==> src/hw/rtl/dcfp_pkg.sv <==
// ----------------------------------------------------------------------------
// dcfp_pkg
// Types and constants of the drive command frame parser.
// ----------------------------------------------------------------------------
`default_nettype none

package dcfp_pkg;

	// Frame start bytes
	localparam logic [7:0] START_DRIVE = 8'h23;  // '#'
	localparam logic [7:0] START_CMD   = 8'h26;  // '&'

	// Command codes
	localparam logic [7:0] DBG_ON_C0  = 8'd38;
	localparam logic [7:0] DBG_ON_C1  = 8'd79;
	localparam logic [7:0] DBG_ON_C2  = 8'd123;
	localparam logic [7:0] DBG_OFF_C0 = 8'd31;
	localparam logic [7:0] DBG_OFF_C1 = 8'd39;
	localparam logic [7:0] DBG_OFF_C2 = 8'd115;
	localparam logic [7:0] STOP_A_C0  = 8'd67;
	localparam logic [7:0] STOP_A_C1  = 8'd89;
	localparam logic [7:0] STOP_A_C2  = 8'd23;
	localparam logic [7:0] STOP_B_C0  = 8'd34;
	localparam logic [7:0] STOP_B_C1  = 8'd63;
	localparam logic [7:0] STOP_B_C2  = 8'd129;

	// Per-item event codes
	typedef enum logic [3:0] {
		EV_INFRAME  = 4'd0,
		EV_DISCARD  = 4'd1,
		EV_DRIVE_OK = 4'd2,
		EV_BAD_CK   = 4'd3,
		EV_DBG_ON   = 4'd4,
		EV_DBG_OFF  = 4'd5,
		EV_STOP     = 4'd6,
		EV_UNKNOWN  = 4'd7,
		EV_ABORT    = 4'd8
	} dcfp_event_t;

	// Parser phase
	typedef enum logic [2:0] {
		PH_IDLE  = 3'd0,
		PH_SPEED = 3'd1,
		PH_STEER = 3'd2,
		PH_CHECK = 3'd3,
		PH_CMD0  = 3'd4,
		PH_CMD1  = 3'd5,
		PH_CMD2  = 3'd6
	} dcfp_phase_t;

	// Input item
	typedef struct packed {
		logic [7:0] rx_byte;
		logic       link_lost;
	} dcfp_in_t;

	// Result item
	typedef struct packed {
		logic [7:0] speed_now;
		logic [7:0] steer_now;
		logic       debug_on;
		logic [3:0] frame_event;
	} dcfp_out_t;

endpackage

`default_nettype wire

==> src/hw/rtl/drive_command_frame_parser.sv <==
// ----------------------------------------------------------------------------
// drive_command_frame_parser
// Finds drive and command frames in a serial byte stream and keeps the
// speed, steer and debug registers; one result item per input byte.
// ----------------------------------------------------------------------------
//  channel | valid     | ready     | payload
//  --------+-----------+-----------+------------------------------
//  input   | in_valid  | in_ready  | in_data  (rx_byte, link_lost)
//  output  | out_valid | out_ready | out_data (speed, steer, dbg, event)
//
//  One item per cycle sustained while the output is not stalled; a result is
//  offered once its byte has passed the input register, then the result register.
//  All parsing is one pass of logic between the input and result registers.
//  arst_n clears phase, speed, steer, debug flag and the valid bits.
//  A stalled output holds its result; the input register still frees up
//  whenever the result register is empty or being taken.
// ----------------------------------------------------------------------------
`default_nettype none

module drive_command_frame_parser (
	input  wire                   clk,
	input  wire                   arst_n,
	input  wire                   in_valid,
	output logic                  in_ready,
	input  dcfp_pkg::dcfp_in_t    in_data,
	output logic                  out_valid,
	input  wire                   out_ready,
	output dcfp_pkg::dcfp_out_t   out_data
);
	import dcfp_pkg::*;

	logic         valid_s1;
	dcfp_in_t     data_s1;
	logic         out_valid_q;
	dcfp_out_t    out_data_q;
	logic         advance;
	logic         in_fire;

	dcfp_phase_t  phase_q, phase_d;
	logic [7:0]   held0_q, held1_q;
	logic         held0_we, held1_we;
	logic [7:0]   speed_q, speed_d;
	logic [7:0]   steer_q, steer_d;
	logic         debug_q, debug_d;
	dcfp_event_t  ev;
	logic [7:0]   check_sum;

	// Handshake
	assign advance  = valid_s1 && (!out_valid_q || out_ready);
	assign in_ready = !valid_s1 || advance;
	assign in_fire  = in_valid && in_ready;

	// Input register
	always_ff @(posedge clk or negedge arst_n) begin
		if (!arst_n) begin
			valid_s1 <= 1'b0;
		end else if (in_fire) begin
			valid_s1 <= 1'b1;
		end else if (advance) begin
			valid_s1 <= 1'b0;
		end
	end

	always_ff @(posedge clk) begin
		if (in_fire) begin
			data_s1 <= in_data;
		end
	end

	// Drive frame checksum: speed + 2*steer, mod 256
	assign check_sum = held0_q + {held1_q[6:0], 1'b0};

	// Parser next state and event
	always_comb begin
		phase_d  = PH_IDLE;
		held0_we = 1'b0;
		held1_we = 1'b0;
		speed_d  = speed_q;
		steer_d  = steer_q;
		debug_d  = debug_q;
		ev       = EV_INFRAME;
		if (data_s1.link_lost) begin
			ev = (phase_q == PH_IDLE || phase_q > PH_CMD2) ? EV_DISCARD : EV_ABORT;
		end else begin
			unique case (phase_q)
				PH_SPEED, PH_CMD0: begin
					held0_we = 1'b1;
					phase_d  = (phase_q == PH_SPEED) ? PH_STEER : PH_CMD1;
				end
				PH_STEER, PH_CMD1: begin
					held1_we = 1'b1;
					phase_d  = (phase_q == PH_STEER) ? PH_CHECK : PH_CMD2;
				end
				PH_CHECK: begin
					if (check_sum == data_s1.rx_byte) begin
						speed_d = held0_q;
						steer_d = held1_q;
						ev      = EV_DRIVE_OK;
					end else begin
						ev = EV_BAD_CK;
					end
				end
				PH_CMD2: begin
					if (held0_q == DBG_ON_C0 && held1_q == DBG_ON_C1
					    && data_s1.rx_byte == DBG_ON_C2) begin
						debug_d = 1'b1;
						ev      = EV_DBG_ON;
					end else if (held0_q == DBG_OFF_C0 && held1_q == DBG_OFF_C1
					    && data_s1.rx_byte == DBG_OFF_C2) begin
						debug_d = 1'b0;
						ev      = EV_DBG_OFF;
					end else if ((held0_q == STOP_A_C0 && held1_q == STOP_A_C1
					    && data_s1.rx_byte == STOP_A_C2)
					    || (held0_q == STOP_B_C0 && held1_q == STOP_B_C1
					    && data_s1.rx_byte == STOP_B_C2)) begin
						speed_d = 8'd0;
						steer_d = 8'd0;
						ev      = EV_STOP;
					end else begin
						ev = EV_UNKNOWN;
					end
				end
				default: begin
					// idle, and the unused phase code treated as idle
					if (data_s1.rx_byte == START_DRIVE) begin
						phase_d = PH_SPEED;
					end else if (data_s1.rx_byte == START_CMD) begin
						phase_d = PH_CMD0;
					end else begin
						ev = EV_DISCARD;
					end
				end
			endcase
		end
	end

	// Parser state, updated as the item moves into the result register
	always_ff @(posedge clk or negedge arst_n) begin
		if (!arst_n) begin
			phase_q <= PH_IDLE;
			speed_q <= 8'd0;
			steer_q <= 8'd0;
			debug_q <= 1'b0;
		end else if (advance) begin
			phase_q <= phase_d;
			speed_q <= speed_d;
			steer_q <= steer_d;
			debug_q <= debug_d;
		end
	end

	// Held payload bytes, always written before read
	always_ff @(posedge clk) begin
		if (advance && held0_we) begin
			held0_q <= data_s1.rx_byte;
		end
		if (advance && held1_we) begin
			held1_q <= data_s1.rx_byte;
		end
	end

	// Result register
	always_ff @(posedge clk or negedge arst_n) begin
		if (!arst_n) begin
			out_valid_q <= 1'b0;
		end else if (advance) begin
			out_valid_q <= 1'b1;
		end else if (out_ready) begin
			out_valid_q <= 1'b0;
		end
	end

	always_ff @(posedge clk) begin
		if (advance) begin
			out_data_q.speed_now   <= speed_d;
			out_data_q.steer_now   <= steer_d;
			out_data_q.debug_on    <= debug_d;
			out_data_q.frame_event <= ev;
		end
	end

	assign out_valid = out_valid_q;
	assign out_data  = out_data_q;

endmodule

`default_nettype wire

==> config.mk <==
export PLATFORM = sky130hd
export DESIGN_NAME = drive_command_frame_parser
export DESIGN_NICKNAME = d
export VERILOG_FILES = /design/src/hw/rtl/dcfp_pkg.sv /design/src/hw/rtl/drive_command_frame_parser.sv
export SDC_FILE = /design/constraint.sdc
export NUM_CORES = 1
export LEC_CHECK = 0
export ABC_AREA = 1
export BUFFER_PORTS_ARGS = -buffer_cell sky130_fd_sc_hd__buf_2
export CAP_MARGIN = 20
export CORE_MARGIN = 4
export CORE_UTILIZATION = 45
export CTS_CLUSTER_DIAMETER = 60
export CTS_CLUSTER_SIZE = 25
export DETAILED_ROUTE_END_ITERATION = 8
export GPL_ROUTABILITY_DRIVEN = 0
export PLACE_DENSITY = 0.66
export SETUP_SLACK_MARGIN = 0.2
export SYNTH_ARGS = -nofsm -noshare
export SYNTH_HDL_FRONTEND = slang
export SYNTH_SLANG_ARGS = --single-unit
==> constraint.sdc <==
create_clock -name clk -period 2.3 [get_ports clk]
set_input_delay 0 -clock clk [delete_from_list [all_inputs] [get_ports clk]]
set_output_delay 0 -clock clk [all_outputs]
set_load 0.005 [all_outputs]
==> impl_results.rst, run 1 <==
.. list-table::
   :header-rows: 1

   * - Metric
     - Value
   * - Critical path class
     - flip-flop to flip-flop
   * - Per-instance average area after synthesis
     - 8.101 sq um
   * - Via count of the first global-routing pass
     - 3,340
   * - Placed insts
     - 627
   * - Area taken by flip-flops and latches
     - 0.001932 sq mm
   * - Highest ir drop seen on vdd
     - 0.4732 mV
   * - Count of flip-flops with a built-in enable after synthesis
     - 46
   * - Multi-input combinational cell area
     - 0.001737 sq mm
   * - Max Freq
     - 0.4032 GHz
   * - Mean routed wirelength per cell
     - 14.26 um
   * - Most area-consuming cells after synthesis
     - sky130_fd_sc_hd__edfxtp_1, sky130_fd_sc_hd__nand2_1, sky130_fd_sc_hd__dfrtp_1
   * - Pre-CTS worst setup slack
     - -171.7 ps
   * - Ys async rst share
     - 32.35%
   * - Unrepaired setup endpoints after global routing
     - true
   * - Worst-path cell with the longest stage delay
     - sky130_fd_sc_hd__fa_1
   * - Half-perimeter wire length after detailed placement
     - 6473 um
   * - Number of nets in the finished design
     - 572
   * - Most frequently used cell type in the post-synthesis netlist
     - sky130_fd_sc_hd__nand2_1
   * - IO Count
     - 36
   * - Max-cap violations
     - 0
   * - Violated checks
     - negative setup slack
   * - First-pass GRT wire length
     - 15,810 um
   * - PnR worst setup slack
     - -180.4 ps
   * - Syn-to-layout area delta
     - 24.07%
   * - Dominant register cell in the synthesized netlist
     - sky130_fd_sc_hd__edfxtp_1
   * - Clock Latency Late Sink
     - 350 ps
   * - DRC violations left
     - 0
   * - Core outline area
     - 0.008299 sq mm
   * - Top cells by count, synth
     - sky130_fd_sc_hd__nand2_1, sky130_fd_sc_hd__nand3_1, sky130_fd_sc_hd__inv_1
   * - Data arrival time of the critical path
     - 2580 ps
   * - Vertical die dimension
     - 100.8 um
   * - Fraction of synthesized area in multiplexers
     - 0%
   * - Worst Path Required
     - 2400 ps
   * - Delay of the slowest cell on the worst path
     - 500 ps
   * - Post-synthesis sequential element count
     - 68
   * - Count of buffer and inverter cells on the critical path
     - 2
   * - Die Wd
     - 100.8 um
   * - Main combinational cell family by area after synthesis
     - simple AND/OR/NAND/NOR gates
   * - Top delay family on crit path
     - simple AND/OR/NAND/NOR gates
   * - Tcrit/Tclk final
     - 107.8%
   * - Final standard cell count with taps included and fillers excluded
     - 662
   * - Setup TNS after final layout
     - -4198 ps
   * - Final setup violation count
     - 33
   * - Skew final
     - 10.31 ps
   * - Pre-antenna DRT Iters
     - 7
   * - TritonCTS clock tree
     - done
   * - Crit path max fanout
     - 7
   * - Number of rows created at floorplan
     - 33
   * - Warnings, synthesis
     - 0
   * - Compound-gate portion of the synthesized area
     - 4.071%
   * - Power per Cell Area
     - 684.5 mW/mm^2
   * - Number of violations reported at the end of detailed-routing iteration 0
     - 416
   * - Critical path depth in cells
     - 15
   * - Biggest area consumer among synthesized cells
     - sky130_fd_sc_hd__edfxtp_1
   * - Share of the core filled with cells
     - 57.89%
   * - Post-route minimum period
     - 2480 ps
   * - Worst hold path type
     - primary input to asynchronous set/reset pin
   * - Final count of hold timing violations
     - 0
   * - Total clock buffers created by CTS
     - 9
   * - Crit start category
     - flip-flop
   * - Worst path cell trace
     - ha_2 > fa_1 > nand2_1 > nand2_1 > nand3_1 > nor2_1 > nand2_1 > nor2_4 > buf_12 > buf_6 > nand3_1 > nand3_1 > nand2_1 > nand2_1 > nand2_1
   * - Headroom to the max-slew limit
     - 53.43%
   * - Sink Count
     - 68
   * - Antenna Cells
     - 0
   * - Number of distinct library cells after synthesis
     - 33
   * - Initial standard-cell utilization of the core
     - 46.66%
   * - Part of the Yosys area used for sequential elements
     - 49.89%
   * - Pin count of the biggest net entering global routing
     - 28
   * - Max Buffers Root-to-Sink
     - 2
   * - Final Slew Violations
     - 0
   * - Antenna violations before repair
     - 0
   * - Root Buffer
     - sky130_fd_sc_hd__clkbuf_8
   * - Total nets after synthesis
     - 498
   * - Netlist area before placement
     - 0.003872 sq mm
   * - Total Routing Usage GR
     - 19.66%
   * - Maximum level of the CTS H-tree
     - 3
   * - Number of vias in the routed layout
     - 3,475
   * - Number of vias per cell
     - 5.249
   * - Hold Slack
     - 167.3 ps
   * - Clock Pin Slew Worst Setup and Hold Paths
     - 80 ps
   * - LEAKAGE
     - 2.301 nW
   * - Worst-Margin Slew
     - 695.9 ps
   * - Buffers on Ports
     - 35
   * - Basic-gate share of the synthesized area counting and, or, nand and nor cells
     - 34.22%
   * - Most Frequent Cell on Critical Path
     - sky130_fd_sc_hd__nand2_1
   * - Global route total overflow
     - 0
   * - Overall die area
     - 0.01015 sq mm
   * - Top cell type's share of synthesized area
     - 35.67%
   * - Reg2reg path depth
     - 15
   * - Remaining antenna violation count after routing
     - 0
   * - Post-synthesis share of cell area spent on xor and xnor gates
     - 1.357%
   * - Proportion of layout cells with a drive suffix above 1
     - 20.47%
   * - Result of the run
     - complete, but fails checks
   * - Final WL
     - 9439 um
   * - Count of filler cells inserted in the layout
     - 736
   * - Synth Instances
     - 478
   * - Adder-cell share of the synthesized area
     - 2.456%
   * - CP Capture Type
     - flip-flop
## cells in the final DEF (no fill, tap or decap), types with 2 or more instances in the layout
cell                            count
sky130_fd_sc_hd__xor2_1             2
sky130_fd_sc_hd__dfrtp_1           22
sky130_fd_sc_hd__xnor2_1            4
sky130_fd_sc_hd__nand2_2           11
sky130_fd_sc_hd__nand3_2           12
sky130_fd_sc_hd__inv_1             55
sky130_fd_sc_hd__o211ai_2           3
sky130_fd_sc_hd__a21oi_1            6
sky130_fd_sc_hd__buf_2             35
sky130_fd_sc_hd__nor3_1             8
sky130_fd_sc_hd__clkbuf_8           9
sky130_fd_sc_hd__nor2_1            26
sky130_fd_sc_hd__dlygate4sd3_1     13
sky130_fd_sc_hd__buf_4             21
sky130_fd_sc_hd__nand2_1          163
sky130_fd_sc_hd__ha_1               5
sky130_fd_sc_hd__nand3_1           49
sky130_fd_sc_hd__bufinv_16          2
sky130_fd_sc_hd__o21ai_0            7
sky130_fd_sc_hd__a21boi_1           3
sky130_fd_sc_hd__clkinv_1           5
sky130_fd_sc_hd__edfxtp_1          46
sky130_fd_sc_hd__nor4_1             4
sky130_fd_sc_hd__nand4_1           18
sky130_fd_sc_hd__clkinvlp_4         2
sky130_fd_sc_hd__o21ai_1            2
sky130_fd_sc_hd__nand2_8            3
sky130_fd_sc_hd__o22ai_1            2
sky130_fd_sc_hd__inv_2              6
sky130_fd_sc_hd__buf_12             3
## routing by layer
| layer | GRT usage [%] | share of wire (%) | vias to the layer above |
|---|---|---|---|
| li1 | - | - | 1719 |
| met1 | 25.58 | 42 | 1604 |
| met2 | 32.86 | 49 | 134 |
| met3 | 4.637 | 7.3 | 18 |
| met4 | 5.285 | 1.7 | 0 |
| met5 | 0 | 0 | - |
## stage by stage
stage | power, W | cell area, sq um
global placement | 0.002153 | 4277
finish | 0.003289 | 4805
detailed placement | 0.002167 | 4277
global route | 0.003473 | 4805
CTS | 0.003282 | 4692
floorplan | 0.001962 | 3875
## path summary, 6_finish.rpt
| kind | slack, ps | startpoint | endpoint |
|---|---|---|---|
| worst max-delay path | -180 | held1_q[0] | out_data[8] |
| worst min-delay path | 170 | arst_n | debug_q |
| worst max register to register | -180 | held1_q[0] | out_data[8] |
| worst min register to register | 490 | speed_q[5] | speed_q[5] |
| max in group asynchronous | 1740 | arst_n | valid_s1 |
| min in group clk | 360 | in_data[7] | data_s1[7] |
## sequential cells by signal (all words and copies together), names as in the netlist
signal and cells:
out_data 21, data_s1 9, held0_q 8, held1_q 8, speed_q 8, steer_q 8, phase_q 3, debug_q 1
out_valid 1, valid_s1 1
## area by class of cell
cell class	count	share of cell area [%]
inverter	64	5.000
tap	105	2.734
timing repair buffer	74	11.43
multi-input combinational	335	36.15
sequential	68	40.21
clock buffer	9	2.578
clock inverter	7	1.901
## where the power goes
part / switching [W] / internal (W)
registers: 0.0000883 / 0.00146
logic: 0.000396 / 0.000258
clock network: 0.000477 / 0.000604
## timing repair
item	in CTS	in global routing
setup endpoints to repair	33	33
gates resized for setup	4	17
cloned	1	1
pin swaps	3	11
buffers inserted	2	2
hold buffers	13	0
hold endpoints to repair	33	0
## worst reg2reg max path, delay by kind of cell, from the launching register on
| family | cells | cell delay [ps] |
|---|---|---|
| AND/OR/NAND/NOR | 11 | 880 |
| adder cells (fa/ha/maj) | 2 | 710 |
| flip-flops | 1 | 400 |
| buffers and inverters | 2 | 260 |
## kinds of logic after synthesis
kind of cell               after synthesis
xor gates and xnor gates                 6
DFF                                     68
and+or+nand+nor                        296
adders and majority gates                7
buffers and inverters                   77
AOI/OAI and AO/OA                       24
Note: power is estimated with default switching activity, not from simulation.
==> run 2: changes to the inputs <==
Settings changed: PLACE_DENSITY 0.66 to unset.
Clock period 2.3 ns to 3.14 ns, I/O delays scaled along.
==> run 2 against run 1 <==
The run now ends clean. Routed wire length down 2.9%. Via count is 3.9% lower. Die area unchanged. Total power decreased by 30%. Core utilization is 3.8 points lower. Sequential power fell by 26%.
==> impl_results.rst, run 2 (synthesis results as in run 1) <==
.. list-table::
   :header-rows: 1

   * - Metric
     - Value
   * - Highest-count cells in the layout ignoring fill and taps
     - sky130_fd_sc_hd__nand2_1, sky130_fd_sc_hd__nand3_1, sky130_fd_sc_hd__inv_1 (was sky130_fd_sc_hd__nand2_1, sky130_fd_sc_hd__inv_1, sky130_fd_sc_hd__nand3_1)
   * - Die Wd
     - 100.8 um (unchanged)
   * - Worst Path Required
     - 3250 ps (was 2400 ps)
   * - Sink Count
     - 68 (unchanged)
   * - Reg2reg path depth
     - 14 (was 15)
   * - Number of nets in the finished design
     - 551 (was 572)
   * - Result of the run
     - finished, final reports clean (was complete, but fails checks)
   * - Crit start category
     - flip-flop (unchanged)
   * - Final WL
     - 9168 um (was 9439 um)
   * - Most frequent standard cell in the layout excluding fill and tap cells
     - sky130_fd_sc_hd__nand2_1 (unchanged)
   * - Placed cell area
     - 0.004146 sq mm (was 0.004277 sq mm)
   * - Destination of the worst register-to-register timing path
     - out_data[10] (was out_data[8])
   * - Overall die area
     - 0.01015 sq mm (unchanged)
   * - Worst-case register-to-register setup slack
     - 460 ps (was -180 ps)
   * - Final count of hold timing violations
     - 0 (unchanged)
   * - Global route total overflow
     - 0 (unchanged)
   * - Clock Latency Late Sink
     - 350 ps (about the same)
   * - Max Buffers Root-to-Sink
     - 2 (unchanged)
   * - Launching instance or port of the critical path
     - held0_q[1] (was held1_q[0])
   * - Max Freq
     - 0.3730 GHz (was 0.4032 GHz)
   * - Power per Cell Area
     - 512.0 mW/mm^2 (was 684.5 mW/mm^2)
   * - Syn-to-layout area delta
     - 15.93% (was 24.07%)
   * - Number of rows created at floorplan
     - 33 (unchanged)
   * - Hold Slack
     - 166.2 ps (was 167.3 ps)
   * - RR Startpoint
     - held0_q[1] (was held1_q[0])
   * - Number of vias in the routed layout
     - 3,340 (was 3,475)
   * - CP Capture Type
     - flip-flop (unchanged)
   * - Total clock buffers created by CTS
     - 9 (unchanged)
   * - Data arrival time of the critical path
     - 2790 ps (was 2580 ps)
   * - PnR worst setup slack
     - 459.1 ps (was -180.4 ps)
   * - Initial standard-cell utilization of the core
     - 46.66% (unchanged)
   * - Number of flip-flops under the largest register name
     - 21 (unchanged)
   * - Buffers on Ports
     - 35 (unchanged)
   * - Core outline area
     - 0.008299 sq mm (unchanged)
   * - Via count of the first global-routing pass
     - 3,113 (was 3,340)
   * - Final std cell area, no fill
     - 0.004489 sq mm (was 0.004805 sq mm)
   * - Proportion of layout cells with a drive suffix above 1
     - 14.74% (was 20.47%)
   * - Worst-Margin Slew
     - 706.5 ps (was 695.9 ps)
   * - Crit path max fanout
     - 8 (was 7)
   * - Number of violations reported at the end of detailed-routing iteration 0
     - 242 (was 416)
   * - Half-perimeter wire length after detailed placement
     - 6441 um (was 6473 um)
   * - Pre-antenna DRT Iters
     - 5 (was 7)
   * - Worst setup path end
     - out_data[10] (was out_data[8])
   * - Setup TNS after final layout
     - 0 ps (was -4198 ps)
   * - Antenna violations before repair
     - 0 (unchanged)
   * - Worst hold path type
     - primary input to asynchronous set/reset pin (unchanged)
   * - Multi-input combinational cell area
     - 0.001630 sq mm (was 0.001737 sq mm)
   * - TritonCTS clock tree
     - done (unchanged)
   * - IO Count
     - 36 (unchanged)
   * - Root Buffer
     - sky130_fd_sc_hd__clkbuf_8 (unchanged)
   * - Headroom to the max-slew limit
     - 52.73% (was 53.43%)
   * - Count of filler cells inserted in the layout
     - 752 (was 736)
   * - First-pass GRT wire length
     - 15,250 um (was 15,810 um)
   * - DRC violations left
     - 0 (unchanged)
   * - Clock Pin Slew Worst Setup and Hold Paths
     - 80 ps (about the same)
   * - Pre-CTS worst setup slack
     - 444.0 ps (was -171.7 ps)
   * - Final Slew Violations
     - 0 (unchanged)
   * - Max-cap violations
     - 0 (unchanged)
   * - Maximum level of the CTS H-tree
     - 3 (unchanged)
   * - Remaining antenna violation count after routing
     - 0 (unchanged)
   * - Mean routed wirelength per cell
     - 14.30 um (was 14.26 um)
   * - Antenna Cells
     - 0 (unchanged)
   * - Post-route minimum period
     - 2681 ps (was 2480 ps)
   * - Total Routing Usage GR
     - 19.40% (was 19.66%)
   * - Area taken by flip-flops and latches
     - 0.001932 sq mm (unchanged)
   * - Pin count of the biggest net entering global routing
     - 40 (was 28)
   * - Unrepaired setup endpoints after global routing
     - false (was true)
   * - Share of the core filled with cells
     - 54.09% (was 57.89%)
   * - Final setup violation count
     - 0 (was 33)
   * - Skew final
     - 8.474 ps (was 10.31 ps)
   * - Highest ir drop seen on vdd
     - 0.3545 mV (was 0.4732 mV)
   * - Tcrit/Tclk final
     - 85.38% (was 107.8%)
   * - Number of vias per cell
     - 5.211 (was 5.249)
   * - Critical path class
     - flip-flop to flip-flop (unchanged)
   * - Vertical die dimension
     - 100.8 um (unchanged)
   * - LEAKAGE
     - 2.192 nW (was 2.301 nW)
## run 2: changes by cell type in the layout (fill, tap and decap cells not counted), sizes merged
cell      delta
buf         -19
inv          +2
nand2        -2
bufinv       -1
clkinvlp     -1
## run 2: layout make-up
type                       count  area share, %
clock buffer                   9          2.759
clock inverter                 7          1.644
inverter                      64          5.351
multi-input combinational    333          36.32
sequential                    68          43.03
tap                          105          2.926
timing repair buffer          55          7.971
## run 2: critical path, cell delays in order (launching register included)
cell,delay [ps]
sky130_fd_sc_hd__edfxtp_1,450
sky130_fd_sc_hd__ha_1,260
sky130_fd_sc_hd__fa_1,510
sky130_fd_sc_hd__nand2_1,60
sky130_fd_sc_hd__nand2_1,80
sky130_fd_sc_hd__nand3_1,80
sky130_fd_sc_hd__nor2_1,100
sky130_fd_sc_hd__nand2_1,90
sky130_fd_sc_hd__nor2_4,230
sky130_fd_sc_hd__buf_4,190
sky130_fd_sc_hd__nand3_1,100
sky130_fd_sc_hd__nand3_1,110
sky130_fd_sc_hd__nand2_1,50
sky130_fd_sc_hd__nand2_1,50
sky130_fd_sc_hd__nand2_1,80
## run 2: worst min path at each step
stage                             to  slack [ps]
after floorplan              debug_q        -300
after global placement       debug_q          20
after detailed placement     debug_q          30
after CTS                 steer_q[7]         190
after global routing      steer_q[7]         190
final                     steer_q[7]         170
## run 2: repair_timing
action / 4_1_cts / 5_1_grt
hold buffers: 13 / 0
resized for setup: 0 / 0
buffers inserted: 0 / 2
setup endpoints to repair: 0 / 14
endpoints found under the hold margin: 33 / 0
## run 2: layer usage
layer	track usage, %	vias to the layer above	wire length [um]
li1	-	1675	-
met1	25.87	1518	4011
met2	32.00	130	4329
met3	3.875	17	696
met4	5.699	0	131
met5	0	-	0
## run 2: metrics by stage
stage	std cells	total power, W
global placement	610	0.001573
finish	641	0.002299
floorplan	478	0.001437
CTS	639	0.002326
global route	641	0.002437
detailed placement	610	0.001577
## run 2: power breakdown
group          internal (W)  switching [W]  total [W]
clock network      0.000371       0.000358   0.000729
logic              0.000160       0.000265   0.000425
registers           0.00107      0.0000716    0.00115
==> run 3: changes to the inputs <==
Settings changed: CORE_ASPECT_RATIO set to 1.4, SLEW_MARGIN set to 20.
==> run 3 against run 2 <==
Flip-flop and latch count stayed put. Sequential power about the same. Maximum frequency grew 0.30%. Cell area is 0.86% higher. Non-clock buffer count decreased by 3. Count of clock-buffer cells in the layout grew 2. Largest power group unchanged.
==> impl_results.rst, run 3 (synthesis results as in run 1) <==
.. list-table::
   :header-rows: 1

   * - Metric
     - Value
   * - RR Startpoint
     - held0_q[1] (unchanged)
   * - Antenna Cells
     - 0 (unchanged)
   * - Number of violations reported at the end of detailed-routing iteration 0
     - 222 (was 242)
   * - Quantity of gates resized following cts
     - 0 (unchanged)
   * - DRC violations left
     - 0 (unchanged)
   * - Final WL
     - 9033 um (was 9168 um)
   * - Final Slew Violations
     - 0 (unchanged)
   * - Met3 Track Usage GR
     - 4.412% (was 3.875%)
   * - Total Routing Usage GR
     - 19.43% (was 19.40%)
   * - CP Capture Type
     - flip-flop (unchanged)
   * - Clock Power Share
     - 36.4% (was 31.7%)
   * - Max-cap violations
     - 0 (unchanged)
   * - Pwr Total
     - 0.002466 W (was 0.002299 W)
   * - Setup TNS after final layout
     - 0 ps (unchanged)
   * - Int Pwr
     - 0.001763 W (was 0.001604 W)
   * - Number of nets in the finished design
     - 548 (was 551)
   * - Relative contribution of sequential cells to total power
     - 46.5% (was 49.8%)
   * - Crit path max fanout
     - 19 (was 8)
   * - Routing usage on met2
     - 30.60% (was 32.00%)
   * - Skew final
     - 4.610 ps (was 8.474 ps)
   * - Combinational share of power
     - 17.1% (was 18.5%)
   * - Mean routed wirelength per cell
     - 14.23 um (was 14.30 um)
   * - Worst-path cell with the longest stage delay
     - sky130_fd_sc_hd__fa_1 (unchanged)
   * - Destination of the worst register-to-register timing path
     - out_data[0] (was out_data[10])
   * - Area taken by flip-flops and latches
     - 0.001932 sq mm (unchanged)
   * - Headroom to the max-slew limit
     - 52.31% (was 52.73%)
   * - Switch share
     - 28.53% (was 30.23%)
   * - Delay of the slowest cell on the worst path
     - 500 ps (was 510 ps)
   * - Final count of hold timing violations
     - 0 (unchanged)
   * - Hold Slack
     - 182.8 ps (was 166.2 ps)
   * - GR Util met1
     - 24.32% (was 25.87%)
   * - Syn-to-layout area delta
     - 16.93% (was 15.93%)
   * - Result of the run
     - finished, final reports clean (unchanged)
   * - Routing layer with the top usage in global route
     - met2 (unchanged)
   * - Worst Path Required
     - 3230 ps (was 3250 ps)
   * - Vertical die dimension
     - 117.8 um (was 100.8 um)
   * - Die Wd
     - 86.40 um (was 100.8 um)
   * - Half-perimeter wire length after detailed placement
     - 6514 um (was 6441 um)
   * - Maximum level of the CTS H-tree
     - 3 (unchanged)
   * - Most frequent standard cell in the layout excluding fill and tap cells
     - sky130_fd_sc_hd__nand2_1 (unchanged)
   * - Max Buffers Root-to-Sink
     - 2 (unchanged)
   * - Clock Latency Late Sink
     - 340 ps (was 350 ps)
   * - Core outline area
     - 0.008295 sq mm (was 0.008299 sq mm)
   * - Highest-count cells in the layout ignoring fill and taps
     - sky130_fd_sc_hd__nand2_1, sky130_fd_sc_hd__nand3_1, sky130_fd_sc_hd__inv_1 (unchanged)
   * - LEAKAGE
     - 2.202 nW (was 2.192 nW)
   * - Count of buffer and inverter cells on the critical path
     - 1 (unchanged)
   * - Number of rows created at floorplan
     - 39 (was 33)
   * - Max Freq
     - 0.3741 GHz (was 0.3730 GHz)
   * - Total clock buffers created by CTS
     - 9 (unchanged)
   * - Antenna violations before repair
     - 0 (unchanged)
   * - Worst hold path type
     - primary input to asynchronous set/reset pin (unchanged)
   * - Sink Count
     - 68 (unchanged)
   * - Worst-Margin Slew
     - 715.3 ps (was 706.5 ps)
   * - Final setup violation count
     - 0 (unchanged)
   * - Most Frequent Cell on Critical Path
     - sky130_fd_sc_hd__nand2_1 (unchanged)
   * - IO Count
     - 36 (unchanged)
   * - Highest ir drop seen on vdd
     - 0.4458 mV (was 0.3545 mV)
   * - Post-route minimum period
     - 2673 ps (was 2681 ps)
   * - Initial standard-cell utilization of the core
     - 46.68% (was 46.66%)
   * - Pre-antenna DRT Iters
     - 6 (was 5)
   * - Number of vias per cell
     - 5.194 (was 5.211)
   * - Count of filler cells inserted in the layout
     - 786 (was 752)
   * - Power per Cell Area
     - 544.6 mW/mm^2 (was 512.0 mW/mm^2)
   * - First-pass GRT wire length
     - 15,680 um (was 15,250 um)
   * - Overall die area
     - 0.01017 sq mm (was 0.01015 sq mm)
   * - Number of flip-flops under the largest register name
     - 21 (unchanged)
   * - Data arrival time of the critical path
     - 2770 ps (was 2790 ps)
   * - Number of vias in the routed layout
     - 3,298 (was 3,340)
   * - Tcrit/Tclk final
     - 85.12% (was 85.38%)
   * - Worst-case register-to-register setup slack
     - 470 ps (was 460 ps)
   * - Unrepaired setup endpoints after global routing
     - false (unchanged)
   * - Proportion of layout cells with a drive suffix above 1
     - 13.88% (was 14.74%)
   * - Pin count of the biggest net entering global routing
     - 42 (was 40)
   * - Remaining antenna violation count after routing
     - 0 (unchanged)
   * - Crit start category
     - flip-flop (unchanged)
   * - TritonCTS clock tree
     - done (unchanged)
   * - Root Buffer
     - sky130_fd_sc_hd__clkbuf_16 (was sky130_fd_sc_hd__clkbuf_8)
   * - Buffers on Ports
     - 35 (unchanged)
   * - Multi-input combinational cell area
     - 0.001630 sq mm (unchanged)
   * - Clock Pin Slew Worst Setup and Hold Paths
     - 60 ps (was 80 ps)
   * - Top delay family on crit path
     - simple AND/OR/NAND/NOR gates (unchanged)
   * - Critical path class
     - flip-flop to flip-flop (unchanged)
   * - Worst path cell trace
     - ha_1 > fa_1 > nand2_1 > nand2_1 > nand3_1 > nor2_1 > nand2_1 > nor2_4 > nand2_4 > nand2_2 > o21ai_1 > o22ai_1 > inv_1 (was ha_1 > fa_1 > nand2_1 > nand2_1 > nand3_1 > nor2_1 > nand2_1 > nor2_4 > buf_4 > nand3_1 > nand3_1 > nand2_1 > nand2_1 > nand2_1)
   * - Global route total overflow
     - 0 (unchanged)
   * - Via count of the first global-routing pass
     - 3,130 (was 3,113)
   * - Post-CTS Setup Repair Bufs
     - 0 (unchanged)
   * - Net switching power
     - 0.0007035 W (was 0.0006949 W)
   * - Reg2reg path depth
     - 13 (was 14)
run 3: cell types whose count changed in the layout (fill, tap and decap cells not counted), moves of 2 or more:
cell / change
sky130_fd_sc_hd__clkbuf_16: +9
sky130_fd_sc_hd__clkbuf_8: -9
sky130_fd_sc_hd__buf_4: -3
sky130_fd_sc_hd__clkbuf_1: +2
sky130_fd_sc_hd__inv_6: -2
run 3: worst register-to-register path, cell delays in order, from the launching register on:
cell and delay, ps:
sky130_fd_sc_hd__edfxtp_1 450, sky130_fd_sc_hd__ha_1 260, sky130_fd_sc_hd__fa_1 500, sky130_fd_sc_hd__nand2_1 50, sky130_fd_sc_hd__nand2_1 70, sky130_fd_sc_hd__nand3_1 80, sky130_fd_sc_hd__nor2_1 90, sky130_fd_sc_hd__nand2_1 90
sky130_fd_sc_hd__nor2_4 280, sky130_fd_sc_hd__nand2_4 220, sky130_fd_sc_hd__nand2_2 120, sky130_fd_sc_hd__o21ai_1 70, sky130_fd_sc_hd__o22ai_1 100, sky130_fd_sc_hd__inv_1 50
run 3: power by group through the flow:
stage | Sequential (W) | Clock [W] | Combinational, W
final | 0.00115 | 0.000898 | 0.000422
after global placement | 0.00116 | 0 | 0.000408
after global routing | 0.00116 | 0.000962 | 0.000484
after CTS | 0.00115 | 0.000908 | 0.000426
after detailed placement | 0.00116 | 0 | 0.000412
after floorplan | 0.00115 | 0 | 0.000289
run 3: metal layers:
metal / wire [um] / vias to the layer above
met5: 0 / -
met1: 3797 / 1483
met2: 4409 / 110
li1: - / 1671
met3: 460 / 34
met4: 366 / 0
run 3: worst max path at each step:
stage                     cells after the start          end  slack (ps)  startpoint
after CTS                                    13  out_data[0]         470  held0_q[1]
after global routing                         16   speed_q[1]         250  held0_q[1]
final                                        13  out_data[0]         470  held0_q[1]
after global placement                       13  out_data[0]         560  held0_q[1]
after floorplan                              14  out_data[0]         780  held0_q[1]
after detailed placement                     13  out_data[0]         470  held0_q[1]
run 3: final cells by class:
type / count / share of cell area, %
repair buffers: 52 / 7.405
inverters: 64 / 5.305
clock buffers: 11 / 5.140
flip-flops and latches: 68 / 42.66
clock inverters: 5 / 0.6632
well taps: 102 / 2.818
multi-input cells: 333 / 36.00
run 3: timing repair:
action	in CTS	in global routing
setup endpoints to repair	0	0
hold buffers	13	0
endpoints found under the hold margin	33	0
run 3: stage by stage:
step | instance area, sq um | utilization, % | worst slack (ps) | std cells
after floorplan | 3872 | - | 778.9 | 478
after global placement | 4135 | 49.85 | 559.6 | 606
after detailed placement | 4135 | 49.85 | 471.7 | 606
after CTS | 4528 | 54.59 | 465.9 | 635
after global routing | 4528 | 54.59 | 247.3 | 635
final | 4528 | 54.59 | 467.2 | 635
